`config.mk`:
```
export PLATFORM = sky130hd
export DESIGN_NAME = sbc_ctrl
export DESIGN_NICKNAME = d
export VERILOG_FILES = /design/src/sbc_pkg.sv /design/src/sbc_ctrl.sv
export SDC_FILE = /design/constraint.sdc
export NUM_CORES = 1
export LEC_CHECK = 0
export BUFFER_PORTS_ARGS = -buffer_cell sky130_fd_sc_hd__buf_4
export CAP_MARGIN = 20
export CORE_AREA = 2 2 39 41
export CTS_CLUSTER_SIZE = 20
export DETAILED_ROUTE_END_ITERATION = 10
export DIE_AREA = 0 0 41 43
export GPL_TIMING_DRIVEN = 0
export PLACE_DENSITY_LB_ADDON = 0.2
export SETUP_SLACK_MARGIN = 0.15
export SLEW_MARGIN = 25
export SYNTH_ARGS = -nofsm -noshare
export SYNTH_HDL_FRONTEND = slang
export SYNTH_SLANG_ARGS = --single-unit
```
`constraint.sdc`:
```
create_clock -name clk -period 1.8 [get_ports clk]
set_clock_uncertainty 0.05 [all_clocks]
set_input_delay 0.27 -clock clk [delete_from_list [all_inputs] [get_ports clk]]
set_output_delay 0.27 -clock clk [all_outputs]
set_load 0.005 [all_outputs]
```
`src/sbc_pkg.sv`:
```
// shared types, constants and control structs for the spectrum background colorizer
`default_nettype none

package sbc_pkg;

  localparam int CHANNELS = 512;
  localparam int IDX_W = (CHANNELS > 1) ? $clog2(CHANNELS) : 1;

  localparam int ACC_W = 20;
  localparam int PROD_W = 41;
  localparam int RECIP_SHIFT = 24;
  localparam logic [20:0] RECIP11 = 21'((2 ** RECIP_SHIFT) / 11);

  localparam int DVD_W = 17;
  localparam logic [4:0] DIV_LAST = 5'(DVD_W - 1);

  localparam logic signed [18:0] VBIAS = 19'sd32512;

  localparam logic [1:0] MODE_RAW = 2'd0;
  localparam logic [1:0] MODE_SMOOTH = 2'd1;
  localparam logic [1:0] MODE_FIXED = 2'd2;

  typedef enum logic [1:0] {
    CFG_MODE,
    CFG_LOW,
    CFG_HIGH,
    CFG_CHANNELS
  } cfg_idx_t;

  typedef struct packed {
    logic [7:0] sample;
    logic [8:0] channel;
  } in_item_t;

  typedef struct packed {
    logic [7:0] red;
    logic [7:0] green;
    logic [7:0] blue;
  } out_item_t;

  typedef enum logic [3:0] {
    ST_CLEAR,
    ST_IDLE,
    ST_READ,
    ST_ACC,
    ST_MUL,
    ST_UPDATE,
    ST_WIDEN,
    ST_DIVIDE,
    ST_FINISH
  } sbc_state_t;

  typedef struct packed {
    logic clr_wr;
    logic load;
    logic rd;
    logic acc;
    logic mul;
    logic update;
    logic widen;
    logic div_init;
    logic div_step;
    logic out_load;
  } sbc_cmd_t;

  typedef struct packed {
    logic clr_last;
    logic narrow;
    logic div_last;
    logic out_free;
  } sbc_status_t;

endpackage

`default_nettype wire

```
`src/sbc_ctrl.sv`:
```
// sequencing state machine for the colorizer
`default_nettype none

module sbc_ctrl
  import sbc_pkg::*;
(
  input  wire logic        clk,
  input  wire logic        rst_n,
  input  wire logic        in_valid,
  output logic             in_stall,
  input  wire sbc_status_t status,
  output sbc_cmd_t         cmd
);

  sbc_state_t state_r, state_nxt;

  always_ff @(posedge clk) begin
    if (!rst_n) begin
      state_r <= ST_CLEAR;
    end else begin
      state_r <= state_nxt;
    end
  end

  always_comb begin
    state_nxt = state_r;
    cmd = '0;
    in_stall = 1'b1;
    unique case (state_r)
      ST_CLEAR: begin
        cmd.clr_wr = 1'b1;
        if (status.clr_last) begin
          state_nxt = ST_IDLE;
        end
      end
      ST_IDLE: begin
        in_stall = 1'b0;
        if (in_valid) begin
          cmd.load = 1'b1;
          state_nxt = ST_READ;
        end
      end
      ST_READ: begin
        cmd.rd = 1'b1;
        state_nxt = ST_ACC;
      end
      ST_ACC: begin
        cmd.acc = 1'b1;
        state_nxt = ST_MUL;
      end
      ST_MUL: begin
        cmd.mul = 1'b1;
        state_nxt = ST_UPDATE;
      end
      ST_UPDATE: begin
        cmd.update = 1'b1;
        state_nxt = ST_WIDEN;
      end
      ST_WIDEN: begin
        if (status.narrow) begin
          cmd.widen = 1'b1;
        end else begin
          cmd.div_init = 1'b1;
          state_nxt = ST_DIVIDE;
        end
      end
      ST_DIVIDE: begin
        cmd.div_step = 1'b1;
        if (status.div_last) begin
          state_nxt = ST_FINISH;
        end
      end
      ST_FINISH: begin
        if (status.out_free) begin
          cmd.out_load = 1'b1;
          state_nxt = ST_IDLE;
        end
      end
      default: begin
        state_nxt = ST_CLEAR;
      end
    endcase
  end

endmodule

`default_nettype wire

```
==> flow_summary.yaml <==
pwr:
  p_leak_nw: 0.246
  p_switching_mw: 0.178
  clkPwrFrac_pct: 21.0
  internal-power_mw: 0.325
  pwr-share-seq_pct: 22.3
  power-per-cell-area_mw_per_mm2: 929
  swShare_pct: 35.5
  p_comb_share_pct: 56.7
  max-vdd-ir-drop_mv: 0.501
clocking:
  root_buffer: "clkbuf_4"
  cts_setup_buffers: 0
  clkLatencyLatePin_ns: 0.23
  hold_buffers: 0
  clk_pin_slew_ns: 0.03
  cts_buffer_depth: 2
  clkSinkCount: 4
  cts_tree: "done"
  cts_max_level: 1
  cts-buffers-inserted: 3
worst_setup_path:
  path_buf_inv: 3
  crit_family: "buffers and inverters"
  critPathSlowestCell: "dfxtp_1"
  worstReg2RegStart: "state_r[0]"
  end_kind: "primary output"
  critical_path_arrival_ns: 1.28
  crit_type: "register to primary output"
  crit_start: "state_r[0]"
  start_kind: "register"
  required_ns: 1.48
  path_max_fanout: 10
  cpPeakStageDelay_ns: 0.30
  worstPathCellList: "buf_6, buf_2, nor4_1, buf_4"
timing:
  slew_headroom_pct: 78.5
  holdWs_ns: 0.241
  rsz0062_at_grt: "true"
  period_share_pct: 89.0
  fin_tns_setup_ns: 0
  setup_violations: 0
  clock.fmax_mhz: 624
  hold_viol_final: 0
  worst_slew_pin_slew_ns: 0.323
  finalCriticalPeriod_ns: 1.60
  maxSlewViolCount: 0
die:
  core_mm2: 0.00138
  pin_count: 18
  dieArea_mm2: 0.00176
  die_x_um: 41
  fp-row-count: 14
  initial_core_util_pct: 26.0
  fp.dieH_um: 43
logic_synthesis:
  avgSynthCellArea_um2: 7.35
  synth_edf_count: 0
  ys_seq_area_share_pct: 22.2
  ys_ff_latch: 4
  ys_async_sr_fraction_pct: 0
  netlist_area_um2: 360
  synth_top_area_share_pct: 22.2
  yosysWarnings: 0
  yosys.area.top_type: "dfxtp_1"
  ys_top_cells_by_area: "dfxtp_1 22%, nand2_1 7.3%, nor3b_1 6.3%"
  synth_fp_nets: 56
  yosys.cell_types.count: 26
  syn_inst: 49
  synth_most_common_cell: "nand2_1"
  synth_flop_cell: "dfxtp_1"
  yosys-top-cells-count: "7 x nand2_1, 5 x nor2_1, 4 x dfxtp_1"
status:
  status: "finished, final reports clean"
global_route:
  antenna_found_initial: 0
  grt_start_max_net_pins: 11
  grt-ovfl-total: 0
  track_usage_pct: 12.5
  first_global_vias: 360
  grt_pass1_wl_um: 1530
final_layout:
  instances_no_fill: 85
  nFillCells: 154
  postLayoutCoreUtil_pct: 39.2
  diodes: 0
  top_regs: "state_r x4"
  drive_gt1_share_pct: 43.5
  regMostFlops: "state_r"
  largest_reg_flops: 4
  final_nets: 78
  area_growth_pct: 50.3
run:
  maxCapViolCount: 0
route:
  vias: 398
  detail-route-antenna-nets: 0
  drt-total-wl_um: 867
  drt_iter0_drc: 2
  firstDrtPassIters: 2
  drc_errors: 0
  wl_per_cell_um: 10.2
  viasPerCell: 4.68
placed_design:
  port_buffers: 17
  place_congestion: 0.695
  place_inst: 82
  hpwl_um: 657
min_path:
  hold_class: "input pin to register"
  hp-start: "rst_n"
==> placed cells by master, fill, tap and decap left out, drive strengths merged <==
cell,instances
a21oi,2
o211ai,1
nand4,1
mux2i,2
nor2b,1
a21o,1
a211oi,1
nor4bb,1
nand3b,2
clkbuf,4
dfxtp,4
a221oi,1
o21ai,1
nor3,3
o21a,1
nand2b,1
inv,2
nor3b,3
buf,21
nand2,7
nor2,5
and3,1
nor4,3
==> repair_timing <==
action,in CTS,in global routing
gates resized for setup,1,5
pin swaps,0,0
setup endpoints to repair,3,6
endpoints found under the hold margin,0,0
==> final timing paths <==
| kind | endpoint | slack (ns) | depth (start not counted) |
|---|---|---|---|
| setup / recovery | cmd[7] | 0.20 | 4 |
| hold / removal | state_r[1] | 0.24 | 2 |
| setup reg to reg | state_r[0] | 0.46 | 5 |
| hold reg to reg | state_r[3] | 0.65 | 3 |
==> metrics by stage <==
stage                     area (µm²)  power [mW]  worst slack (ns)
final                            542       0.503             0.198
after global routing             542       0.560            0.0512
after CTS                        532       0.510             0.177
after detailed placement         508       0.397             0.297
after global placement           508       0.400             0.287
after floorplan                  360       0.303             0.557
==> cell type report <==
cell class / instances / area [µm²] / share of cell area, %
Buffer: 5 / 36.3 / 6.70
Inverter: 2 / 7.51 / 1.39
Timing Repair Buffer: 17 / 128 / 23.6
Multi-Input combinational cell: 38 / 248 / 45.7
Clock buffer: 3 / 22.5 / 4.16
Sequential cell: 4 / 80.1 / 14.8
Tap cell: 16 / 20.0 / 3.70
==> kinds of logic (layout without fill, tap and decap cells) <==
family | after synthesis | in the layout | synth area share, %
AND/OR/NAND/NOR | 28 | 28 | 43.8
AO/OA/AOI/OAI | 8 | 8 | 18.1
buffers and inverters | 7 | 27 | 10.4
flip-flops | 4 | 4 | 22.2
multiplexers | 2 | 2 | 5.56
==> power by group through the flow <==
stage,registers [mW],logic (mW),clock network (mW)
5_1_grt,0.114,0.320,0.126
3_5_place_dp,0.113,0.284,0
6_report,0.112,0.286,0.106
3_3_place_gp,0.113,0.287,0
4_1_cts,0.112,0.285,0.113
2_1_floorplan,0.112,0.191,0
==> routing by layer <==
metal | up-vias | part of all wire, % | track usage [%]
li1 | 218 | - | -
met1 | 171 | 47 | 17.6
met2 | 9 | 47 | 17.2
met3 | 0 | 5.4 | 3.14
met4 | 0 | 0 | 6.00
met5 | - | 0 | 0
No activity file was read; power rests on OpenSTA's default activity.
